<file path="src/hdl/spk_pkg.sv">
// ----------------------------------------------------------------------------
// spk_pkg
// shared constants, types and rotate helpers for the speck128/128 core
// ----------------------------------------------------------------------------
package spk_pkg;

  localparam int WORD_W = 64;
  localparam int ROUNDS = 32;
  localparam int RND_W  = (ROUNDS > 1) ? $clog2(ROUNDS) : 1;
  localparam int ROT_A  = 8;
  localparam int ROT_B  = 3;

  localparam int CFG_IDX_W = 8;

  localparam logic [CFG_IDX_W-1:0] CFG_KEY_ROUND = CFG_IDX_W'(0);
  localparam logic [CFG_IDX_W-1:0] CFG_KEY_SCHED = CFG_IDX_W'(1);

  localparam logic ACT_ENCRYPT = 1'b0;
  localparam logic ACT_DECRYPT = 1'b1;

  localparam logic [RND_W-1:0] RND_LAST = RND_W'(ROUNDS - 1);

  typedef logic [WORD_W-1:0] word_t;

  typedef enum logic [1:0] {
    ST_EXPAND,
    ST_IDLE,
    ST_RUN,
    ST_HOLD
  } state_t;

  function automatic word_t rot_r(input word_t v, input int s);
    rot_r = (v >> s) | (v << (WORD_W - s));
  endfunction

  function automatic word_t rot_l(input word_t v, input int s);
    rot_l = (v << s) | (v >> (WORD_W - s));
  endfunction

endpackage

</file>
<file path="src/hdl/speck128_128_block_cipher_top.sv">
// ----------------------------------------------------------------------------
// speck128_128_block_cipher_top
// iterative speck128/128 core, one round per cycle on a shared round unit
// ----------------------------------------------------------------------------
// usage
//   cfg port: cfg_we writes cfg_data to register cfg_index (0 = key word k0,
//   1 = key word l0); other indexes are ignored. each key write restarts the
//   key schedule, which runs on the round unit and fills the round key ram
//   one word per cycle; in_stall is high meanwhile.
//   input channel: in_valid / in_stall carry in_action (0 encrypt, 1 decrypt)
//   and the block words. a word is taken only when the core is idle.
//   output channel: out_valid / out_stall carry out_high / out_low from an
//   output register.
//   the result is registered in the output register after the last round if
//   that register is free (one round per cycle, bounded by the single round
//   unit and the registered read of the key ram, which is fetched one round ahead).
//   a new word is accepted only once the previous one has run all rounds;
//   the next word is accepted while the previous result still waits. if the
//   output register is still full at the last round, the core holds the
//   result internally until the register frees up.
//   reset: key words clear to zero and the schedule of the zero key is
//   expanded before the first word is accepted.
// ----------------------------------------------------------------------------
module speck128_128_block_cipher_top (
  input  logic                           clk,
  input  logic                           rst_n,
  // configuration
  input  logic                           cfg_we,
  input  logic [spk_pkg::CFG_IDX_W-1:0]  cfg_index,
  input  logic [spk_pkg::WORD_W-1:0]     cfg_data,
  // input channel
  input  logic                           in_valid,
  output logic                           in_stall,
  input  logic                           in_action,
  input  logic [spk_pkg::WORD_W-1:0]     in_block_high,
  input  logic [spk_pkg::WORD_W-1:0]     in_block_low,
  // result channel
  output logic                           out_valid,
  input  logic                           out_stall,
  output logic [spk_pkg::WORD_W-1:0]     out_high,
  output logic [spk_pkg::WORD_W-1:0]     out_low
);

  // key registers
  spk_pkg::word_t key_round_word_r, key_round_word_nxt;
  spk_pkg::word_t key_schedule_word_r, key_schedule_word_nxt;

  // sequencer
  spk_pkg::state_t              state_r, state_nxt;
  logic [spk_pkg::RND_W-1:0]    cnt_r, cnt_nxt;
  logic                         action_r, action_nxt;

  // working words: block x/y during a run, l/k during key expansion
  spk_pkg::word_t x_r, x_nxt;
  spk_pkg::word_t y_r, y_nxt;

  // result register
  logic           out_valid_r, out_valid_nxt;
  spk_pkg::word_t out_high_r, out_high_nxt;
  spk_pkg::word_t out_low_r, out_low_nxt;

  // round unit and key ram
  logic                      rnd_decrypt;
  spk_pkg::word_t            rnd_key;
  spk_pkg::word_t            rnd_x;
  spk_pkg::word_t            rnd_y;
  spk_pkg::word_t            rk_rdata;
  logic                      rk_we;
  logic [spk_pkg::RND_W-1:0] rk_raddr;
  logic [spk_pkg::RND_W-1:0] fetch_idx;
  logic                      fetch_act;

  logic in_acc;
  logic out_acc;
  logic slot_free;
  logic key_wr;

  assign in_stall  = (state_r != spk_pkg::ST_IDLE);
  assign in_acc    = in_valid && !in_stall;
  assign out_acc   = out_valid_r && !out_stall;
  // output register is empty or drains this cycle
  assign slot_free = !out_valid_r || !out_stall;
  assign key_wr    = cfg_we && (cfg_index == spk_pkg::CFG_KEY_ROUND ||
                                cfg_index == spk_pkg::CFG_KEY_SCHED);

  // key fetch runs one round ahead of the round unit
  assign fetch_act = (state_r == spk_pkg::ST_IDLE) ? in_action : action_r;
  assign fetch_idx = (state_r == spk_pkg::ST_IDLE) ? '0 : cnt_r + 1'b1;
  assign rk_raddr  = (fetch_act == spk_pkg::ACT_DECRYPT) ?
                     spk_pkg::RND_LAST - fetch_idx : fetch_idx;

  // expansion writes k (held in y_r) at the current round index
  assign rk_we = (state_r == spk_pkg::ST_EXPAND) && !key_wr;

  spk_ram #(
    .WIDTH (spk_pkg::WORD_W),
    .DEPTH (spk_pkg::ROUNDS),
    .AW    (spk_pkg::RND_W)
  ) u_rk_ram (
    .clk   (clk),
    .we    (rk_we),
    .waddr (cnt_r),
    .wdata (y_r),
    .raddr (rk_raddr),
    .rdata (rk_rdata)
  );

  // schedule step is a forward round with l as x, k as y and the index as key
  assign rnd_decrypt = (state_r == spk_pkg::ST_EXPAND) ? spk_pkg::ACT_ENCRYPT : action_r;
  assign rnd_key     = (state_r == spk_pkg::ST_EXPAND) ?
                       spk_pkg::word_t'(cnt_r) : rk_rdata;

  spk_round u_round (
    .decrypt (rnd_decrypt),
    .x_in    (x_r),
    .y_in    (y_r),
    .rkey    (rnd_key),
    .x_out   (rnd_x),
    .y_out   (rnd_y)
  );

  always_comb begin
    state_nxt             = state_r;
    cnt_nxt               = cnt_r;
    action_nxt            = action_r;
    x_nxt                 = x_r;
    y_nxt                 = y_r;
    key_round_word_nxt    = key_round_word_r;
    key_schedule_word_nxt = key_schedule_word_r;
    out_valid_nxt         = out_valid_r && !out_acc;
    out_high_nxt          = out_high_r;
    out_low_nxt           = out_low_r;

    unique case (state_r)
      spk_pkg::ST_EXPAND: begin
        x_nxt   = rnd_x;
        y_nxt   = rnd_y;
        cnt_nxt = cnt_r + 1'b1;
        if (cnt_r == spk_pkg::RND_LAST) begin
          cnt_nxt   = '0;
          state_nxt = spk_pkg::ST_IDLE;
        end
      end
      spk_pkg::ST_IDLE: begin
        if (in_acc) begin
          action_nxt = in_action;
          x_nxt      = in_block_high;
          y_nxt      = in_block_low;
          cnt_nxt    = '0;
          state_nxt  = spk_pkg::ST_RUN;
        end
      end
      spk_pkg::ST_RUN: begin
        x_nxt   = rnd_x;
        y_nxt   = rnd_y;
        cnt_nxt = cnt_r + 1'b1;
        if (cnt_r == spk_pkg::RND_LAST) begin
          cnt_nxt = '0;
          if (slot_free) begin
            out_valid_nxt = 1'b1;
            out_high_nxt  = rnd_x;
            out_low_nxt   = rnd_y;
            state_nxt     = spk_pkg::ST_IDLE;
          end else begin
            state_nxt = spk_pkg::ST_HOLD;
          end
        end
      end
      spk_pkg::ST_HOLD: begin
        if (slot_free) begin
          out_valid_nxt = 1'b1;
          out_high_nxt  = x_r;
          out_low_nxt   = y_r;
          state_nxt     = spk_pkg::ST_IDLE;
        end
      end
      default: begin
        state_nxt = spk_pkg::ST_EXPAND;
        cnt_nxt   = '0;
      end
    endcase

    // key write restarts the schedule from the new key words
    if (key_wr) begin
      if (cfg_index == spk_pkg::CFG_KEY_ROUND) begin
        key_round_word_nxt = cfg_data;
      end else begin
        key_schedule_word_nxt = cfg_data;
      end
      x_nxt     = key_schedule_word_nxt;
      y_nxt     = key_round_word_nxt;
      cnt_nxt   = '0;
      state_nxt = spk_pkg::ST_EXPAND;
    end
  end

  always_ff @(posedge clk) begin
    if (!rst_n) begin
      state_r             <= spk_pkg::ST_EXPAND;
      cnt_r               <= '0;
      action_r            <= spk_pkg::ACT_ENCRYPT;
      key_round_word_r    <= '0;
      key_schedule_word_r <= '0;
      x_r                 <= '0;
      y_r                 <= '0;
      out_valid_r         <= 1'b0;
    end else begin
      state_r             <= state_nxt;
      cnt_r               <= cnt_nxt;
      action_r            <= action_nxt;
      key_round_word_r    <= key_round_word_nxt;
      key_schedule_word_r <= key_schedule_word_nxt;
      x_r                 <= x_nxt;
      y_r                 <= y_nxt;
      out_valid_r         <= out_valid_nxt;
    end
    out_high_r <= out_high_nxt;
    out_low_r  <= out_low_nxt;
  end

  assign out_valid = out_valid_r;
  assign out_high  = out_high_r;
  assign out_low   = out_low_r;

`ifndef SYNTHESIS
  // an accepted word starts the run at round zero
  a_accept_starts_run: assert property (@(posedge clk) disable iff (!rst_n)
    in_acc && !key_wr |=> state_r == spk_pkg::ST_RUN && cnt_r == '0)
    else $error("accepted word did not start a run");

  // last round with a free output slot loads the result register
  a_last_round_delivers: assert property (@(posedge clk) disable iff (!rst_n)
    state_r == spk_pkg::ST_RUN && cnt_r == spk_pkg::RND_LAST && slot_free && !key_wr
    |=> out_valid_r && state_r == spk_pkg::ST_IDLE)
    else $error("last round did not deliver a result");

  // a key write always restarts expansion
  a_key_write_expands: assert property (@(posedge clk) disable iff (!rst_n)
    key_wr |=> state_r == spk_pkg::ST_EXPAND && cnt_r == '0)
    else $error("key write did not restart the schedule");

  // a held result is never dropped while the output register is full
  a_hold_keeps_result: assert property (@(posedge clk) disable iff (!rst_n)
    state_r == spk_pkg::ST_HOLD && !slot_free && !key_wr
    |=> state_r == spk_pkg::ST_HOLD && $stable(x_r) && $stable(y_r))
    else $error("held result lost");
`endif

endmodule

</file>
<file path="src/hdl/spk_ram.sv">
// ----------------------------------------------------------------------------
// spk_ram
// generic single write port ram with registered read
// ----------------------------------------------------------------------------
module spk_ram #(
  parameter int WIDTH = 64,
  parameter int DEPTH = 32,
  parameter int AW    = (DEPTH > 1) ? $clog2(DEPTH) : 1
) (
  input  logic             clk,
  input  logic             we,
  input  logic [AW-1:0]    waddr,
  input  logic [WIDTH-1:0] wdata,
  input  logic [AW-1:0]    raddr,
  output logic [WIDTH-1:0] rdata
);

  logic [WIDTH-1:0] mem_r [DEPTH];
  logic [WIDTH-1:0] rdata_r;

  always_ff @(posedge clk) begin
    if (we) begin
      mem_r[waddr] <= wdata;
    end
    rdata_r <= mem_r[raddr];
  end

  assign rdata = rdata_r;

endmodule

</file>
<file path="src/hdl/spk_round.sv">
// ----------------------------------------------------------------------------
// spk_round
// one speck round, forward or inverse; also serves the key schedule step
// ----------------------------------------------------------------------------
module spk_round (
  input  logic          decrypt,
  input  spk_pkg::word_t x_in,
  input  spk_pkg::word_t y_in,
  input  spk_pkg::word_t rkey,
  output spk_pkg::word_t x_out,
  output spk_pkg::word_t y_out
);

  spk_pkg::word_t enc_x;
  spk_pkg::word_t enc_y;
  spk_pkg::word_t dec_x;
  spk_pkg::word_t dec_y;

  // forward: x = (ror(x,8) + y) ^ k, y = rol(y,3) ^ x
  assign enc_x = (spk_pkg::rot_r(x_in, spk_pkg::ROT_A) + y_in) ^ rkey;
  assign enc_y = spk_pkg::rot_l(y_in, spk_pkg::ROT_B) ^ enc_x;

  // inverse: y = ror(x ^ y, 3), x = rol((x ^ k) - y, 8)
  assign dec_y = spk_pkg::rot_r(x_in ^ y_in, spk_pkg::ROT_B);
  assign dec_x = spk_pkg::rot_l((x_in ^ rkey) - dec_y, spk_pkg::ROT_A);

  assign x_out = decrypt ? dec_x : enc_x;
  assign y_out = decrypt ? dec_y : enc_y;

endmodule

</file>
<file path="config.mk">
export PLATFORM = sky130hd
export DESIGN_NAME = speck128_128_block_cipher_top
export DESIGN_NICKNAME = d
export VERILOG_FILES = /design/src/hdl/spk_pkg.sv /design/src/hdl/speck128_128_block_cipher_top.sv /design/src/hdl/spk_ram.sv /design/src/hdl/spk_round.sv
export SDC_FILE = /design/constraint.sdc
export NUM_CORES = 2
export LEC_CHECK = 0
export BUFFER_PORTS_ARGS = -buffer_cell sky130_fd_sc_hd__buf_2
export CELL_PAD_IN_SITES_DETAIL_PLACEMENT = 1
export CELL_PAD_IN_SITES_GLOBAL_PLACEMENT = 2
export CORE_UTILIZATION = 41
export DETAILED_ROUTE_END_ITERATION = 16
export GPL_ROUTABILITY_DRIVEN = 0
export PLACE_DENSITY_LB_ADDON = 0.1
export SYNTH_ARGS = -nofsm -noshare
export SYNTH_HDL_FRONTEND = slang
export SYNTH_SLANG_ARGS = --single-unit
</file>
<file path="constraint.sdc">
create_clock -name clk -period 8.65 [get_ports clk]
set_input_delay 2.595 -clock clk [delete_from_list [all_inputs] [get_ports clk]]
set_output_delay 2.595 -clock clk [all_outputs]
set_load 0.02 [all_outputs]
</file>
# After elaboration in Yosys (flattened, before gate mapping)

Memories as Yosys holds them, arrays and structs flattened. A register that Yosys moved wholly into a read port is not among the register bits.
Index checks and enable logic that the tools add are counted.

Flip-flop bits (word level): 393
Output and inout port bits: 130
Word-level logic and storage cells: 97
Memories: 1
RAM bits: 2048

Reduce and logical (&&, ||, !) cells: 24
Muxes and demuxes: 37
Eq/ne operators: 12
Bitwise logic cells: 9
Add/subtract/negate cells: 4

Memory list:

| memory         | depth | bits a word | rd ports | clocked after Yosys merged registers in | wr ports | RTL line      | source |
|---|---|---|---|---|---|---|---|
| u_rk_ram.mem_r | 32    | 64          | 1        | 1                                       | 1        | spk_ram.sv:18 | `logic [WIDTH-1:0] mem_r [DEPTH];` |

Operators with widths:

| cell                  | count |
|---|---|
| $mux W64              | 15 |
| $pmux W64 S2          | 4 |
| $xor A64 B64 Y64      | 4 |
| $add A64 B64 Y64      | 1 |
| $or A56 B64 Y64       | 1 |
| $or A61 B64 Y64       | 1 |
| $or A64 B3 Y64        | 1 |
| $or A64 B8 Y64        | 1 |
| $sub A64 B64 Y64      | 1 |
| $mux W5               | 4 |
| $mux W2               | 5 |
| $pmux W5 S2           | 1 |
| $eq A8 B1 Y1 const B  | 1 |
| $logic_not A8 Y1      | 1 |
| $ne A2 B2 Y1 const B  | 4 |
| $pmux W2 S4           | 1 |
| $reduce_and A4 Y1     | 2 |
| $mux W1               | 6 |
| $reduce_and A2 Y1     | 3 |
| $add A5 B1 Y5 const B | 1 |
| $eq A5 B5 Y1 const B  | 1 |
| $logic_and A1 B1 Y1   | 5 |
| $logic_not A1 Y1      | 5 |
| $sub A5 B5 Y5 const A | 1 |
| other kinds (11)      | 16 |

# Longest topological paths before layout

Depth after elaboration: 9
Depth in mapped cells: 20

# By module

From an unflattened synthesis, not the netlist that was laid out.

Cells, all modules: 6621
Area, all modules: 110886.3 sq um

Modules (own cells, without submodules):

| module                        | cells each | instances | area each (sq um) | sequential area each (sq um) |
|---|---|---|---|---|
| spk_ram                       | 3097       | 1         | 78952.0           | 62780.2 |
| speck128_128_block_cipher_top | 1839       | 1         | 20270.7           | 9148.8 |
| spk_round                     | 1685       | 1         | 11663.7           | 0.0 |

# Worst setup path before layout

No wires, ideal clock.

Path kind: input-to-reg
Start point: in out_stall
End point: reg out_high_r[0], in the netlist out_high[0] (enable)
Path buffers: 0
Stages on the path: 1
Slack: -0.629 ns
Setup time: 0.658 ns
Arrival time: 8.621 ns
Cell sequence: a21oi_1

Word-level cells in the longest chain between the ends: 4

Ends and longest elaborated chain:

| what                            | RTL line                             | source |
|---|---|---|
| start, declared                 | speck128_128_block_cipher_top.sv:39  | `input logic out_stall,` |
| $logic_not A1 Y1 (*)            | speck128_128_block_cipher_top.sv:82  | `assign slot_free = !out_valid_r \|\| !out_stall;` |
| $logic_or A1 B1 Y1 (*)          | speck128_128_block_cipher_top.sv:82  |  |
| $ne A2 B2 Y1 (no line)          | --                                   |  |
| $reduce_and A4 Y1 (no line) (*) | --                                   |  |
| end signal, assigned            | speck128_128_block_cipher_top.sv:217 | `out_high_r <= out_high_nxt;` |
| end, declared                   | speck128_128_block_cipher_top.sv:59  | `spk_pkg::word_t out_high_r, out_high_nxt;` |

Mark *: on every way between the ends. The rest lies on a longest branch, timed or not.
A chain may end at the register's enable or synchronous reset.

# Worst setup path in the final report

Start point: reg state_r[0]
End point: reg out_high_r[5], in the netlist out_high[5] (data pin)

Word-level cells in the longest chain between the ends: 9

Ends and longest elaborated chain:

| what                   | RTL line                                                                   | source |
|---|---|---|
| start, declared        | speck128_128_block_cipher_top.sv:49                                        | `spk_pkg::state_t state_r, state_nxt;` |
| start signal, assigned | speck128_128_block_cipher_top.sv:199                                       | `state_r <= spk_pkg::ST_EXPAND;` |
| start signal, assigned | speck128_128_block_cipher_top.sv:208                                       | `state_r <= state_nxt;` |
| $logic_not A2 Y1       | speck128_128_block_cipher_top.sv:109, speck128_128_block_cipher_top.sv:110 |  |
| $mux W64               | speck128_128_block_cipher_top.sv:110                                       | `assign rnd_key = (state_r == spk_pkg::ST_EXPAND) ?` |
| $xor A64 B64 Y64       | spk_round.sv:25                                                            | `assign dec_x = spk_pkg::rot_l((x_in ^ rkey) - dec_y, spk_pkg::ROT_A);` |
| $sub A64 B64 Y64       | spk_round.sv:25                                                            |  |
| $or A64 B8 Y64         | spk_pkg.sv:37                                                              | `rot_l = (v << s) \| (v >> (WORD_W - s));` |
| $mux W64               | spk_round.sv:27                                                            | `assign x_out = decrypt ? dec_x : enc_x;` |
| $mux W64               | speck128_128_block_cipher_top.sv:159                                       | `if (slot_free) begin` |
| $mux W64               | speck128_128_block_cipher_top.sv:157                                       | `if (cnt_r == spk_pkg::RND_LAST) begin` |
| $pmux W64 S2 (*)       | speck128_128_block_cipher_top.sv:134                                       | `unique case (state_r)` |
| net out_high_nxt[5]    | speck128_128_block_cipher_top.sv:59                                        |  |

The timed path passes the listed nets; every way through them passes the cells marked *. The select of a mux whose other input is x is not followed.

==> impl_metrics.tcl <==
set metrics [dict create \
    status "finished, violations left" \
    violations "max-capacitance violations, max-slew violations" \
    p_comb_share_pct 40.4 \
    drt_iter0_drc 6787 \
    grt_pass1_vias 72300 \
    h-tree-depth 5 \
    postCtsSetupBuffers 0 \
    critPathKind "reg -> reg" \
    min_path_type "reg -> reg" \
    cp-start-kind "flip-flop" \
    placedCellCount 11300 \
    cap_violations 2 \
    netlist_instances 7775 \
    tns_ns 0 \
    cp.arrival_ns 7.54 \
    clk_latency_ns 0.86 \
    nNetsFinal 8424 \
    r2r_start "state_r[0]" \
    synth_largest_area_cell "edfxtp_1" \
    pwr-share-clk_pct 25.2 \
    coreArea_um2 266000 \
    clock_skew_ns 0.0454 \
    final_cell_mix "edfxtp_1, nand2_1, mux4_2" \
    cts_hold_buf 0 \
    rows 189 \
    seq_power_share_pct 34.5 \
    cts_root_buf "clkbuf_16" \
    via_count 71200 \
    avgSynthCellArea_um2 14.1 \
    die_area_um2 270000 \
    multi_input_area_um2 36300 \
    synth_edf_count 2176 \
    p_int_w 0.0284 \
    crit_buf_inv 3 \
    first_pass_iters 6 \
    yosys_most_used_dff "edfxtp_1" \
    cp_cell_sequence "inv_1 > ha_2 > inv_2 > buf_4 > nand2_1 > xnor2_1 > ha_1 > a21oi_1 > o221ai_1 > nand3b_1 > a211oi_2 > o21ai_2 > a211oi_4 > o21ai_2 > xnor2_1 > mux2i_1 > mux2_2" \
    p_per_area_nw_per_um2 374 \
    crit_cells 17 \
    final_common_cell "edfxtp_1" \
    power.switching_w 0.0184 \
    io_buffers 335 \
    grt_start_max_net_pins 149 \
    synth_cell_types 107 \
    crit_end "out_high[5]" \
    path_clk_slew_ns 0.06 \
    synth_area_um2 110000 \
    startpoint "state_r[0]" \
    fillerInstances 26400 \
    timing.rr.end "out_high[5]" \
    critPathRequiredTime_ns 9.24 \
    synth-seq-cells 2505 \
    critPathMaxStageDelay_ns 0.78 \
    setup_viol 0 \
    synth_async_sr_flop_share_pct 0 \
    seq_area_frac_synth_pct 65.4 \
    min_period_ns 6.95 \
    place_hpwl_um 262000 \
    final-seq-area_um2 71900 \
    start_util_pct 41.4 \
    grt_overflow 0 \
    yosys.area.top_type_share_pct 59.4 \
    finalWirelength_um 400000 \
    drive_above_1_share_pct 19.4 \
    syn_to_final_growth_pct 13.8 \
    drc 0 \
    crit_path_end_kind "flip-flop" \
    layout_setup_ws_ns 1.70 \
    worstMarginPinSlew_ns 1.50 \
    p_sw_share_pct 39.3 \
    grt_use_total_pct 29.2 \
    grt_pass1_wl_um 561000 \
    max_freq_mhz 144 \
    yosysWarningCount 0 \
    place_ws_ns 1.91 \
    fp.dieW_um 520 \
    ctsResizeCount 0 \
    stdcell_count 11800 \
    r2r_cells 17 \
    vias_per_cell 6.01 \
    slew_headroom_pct -0.779 \
    cts_buffer_depth 4 \
    reg2reg_slack_ns 1.70 \
    finish.utilization_pct 47.1 \
    die_h_um 520 \
    ys_top_cells_by_area "edfxtp_1, mux4_2, dfxtp_1" \
    grt_antenna_before_repair 27 \
    whs_ns 0.449 \
    numCtsBuffers 283 \
    cpMaxStageDelayCell "a211oi_2" \
    leakagePower_nw 42.8 \
    cts.sinks 2505 \
    cts_tree "done" \
    critPathTopFamily "compound AO/OA/AOI/OAI gates" \
    fin_crit_sh_pct 80.3 \
    rsz0062_at_grt "false" \
    vdd_drop_max_v 0.000302 \
    ios 336 \
    synth_nets 8119 \
    ant_nets 0 \
    post_drt_wl_per_cell_um 33.7 \
    critical_path.max_fanout 47 \
    drv_slew 3 \
    hold_viol 0 \
]
[metal layers]
layer  track usage (%)  wire length, um  vias to the layer above  part of all wire [%]
met1              40.6           172000                    37900                    43
li1                  -                -                    30400                     -
met2              47.8           192000                     2403                    48
met4              9.42            13800                        0                   3.5
met3              3.37            21500                      558                   5.4
met5                 0                0                        -                     0
[state kept, by name, summed over array words and instances, names as in the netlist]
signal	count
action_r	1
cnt_r	5
key_round_word_r	64
key_schedule_word_r	64
out_high	64
out_low	64
out_valid	1
state_r	2
u_rk_ram.mem_r	2048
u_rk_ram.rdata	64
x_r	64
y_r	64
[cells by family after synthesis]
kind of cell    after synthesis  share of synthesized area (%)
fa+ha+maj                   138                           1.58
xor+xnor                    362                           3.05
buf+inv                     561                           2.04
compound gates             1264                           7.10
simple gates               2297                           9.05
mux                         648                           11.8
flops                      2505                           65.4
[through the flow]
| stage | total power [W] | area, um^2 |
|---|---|---|
| 2_1_floorplan | 0.0273 | 110000 |
| 3_3_place_gp | 0.0349 | 116000 |
| 3_5_place_dp | 0.0350 | 116000 |
| 4_1_cts | 0.0469 | 125000 |
| 5_1_grt | 0.0484 | 125000 |
| 6_report | 0.0468 | 125000 |
[Yosys cell counts, drive strengths merged, types with 6 or more instances]
cell type and number:
nand3b 6, nor2b 15, a31oi 57, o221ai 12, xnor3 9, o21a 28
and2 16, and3 23, a41oi 6, o31ai 16, dfxtp 329, nor4 19
buf 140, clkbuf 364, a221oi 9, a21oi 442, a21o 65, nand4 52
o21bai 34, a211o 6, edfxtp 2176, nand2 969, a32oi 7, o311ai 18
nor2 528, or3 44, mux2i 75, xnor2 252, o211ai 52, xor2 97
nand3 369, nor3 208, mux2 61, mux4 512, inv 55, o21ai 355
o32ai 12, a211oi 61, o22ai 18, or2 11, ha 136, a21boi 7
o22a 8, nand2b 25
[power groups by stage]
stage | registers (W) | logic, W | clock network [W]
finish | 0.0161 | 0.0189 | 0.0118
global route | 0.0162 | 0.0199 | 0.0124
CTS | 0.0161 | 0.0187 | 0.0120
detailed placement | 0.0164 | 0.0186 | 0
global placement | 0.0164 | 0.0185 | 0
floorplan | 0.0163 | 0.0110 | 0
[tightest hold or removal path, stage by stage, from the launching register on]
cell and delay, ns:
dfxtp_1 0.30, nand2_1 0.05, a21oi_1 0.05
[worst min-delay path by stage]
stage	from	endpoint	slack (ns)	cells after the start
floorplan	key_schedule_word_r[18]	key_schedule_word_r[18]	0.43	2
global placement	key_schedule_word_r[21]	key_schedule_word_r[21]	0.43	2
detailed placement	key_schedule_word_r[39]	key_schedule_word_r[39]	0.44	2
CTS	key_schedule_word_r[39]	key_schedule_word_r[39]	0.45	2
global route	key_schedule_word_r[21]	key_schedule_word_r[21]	0.47	2
finish	key_schedule_word_r[39]	key_schedule_word_r[39]	0.45	2
[final cells by class]
class	count	share of cell area, %
diodes	6	0.0120
clock buffers	383	6.19
clock inverters	123	0.937
inverters	56	0.176
multi-input cells	4709	29.0
flip-flops and latches	2505	57.4
well taps	3533	3.53
repair buffers	525	2.73
No activity file was read; power rests on OpenSTA's default activity.
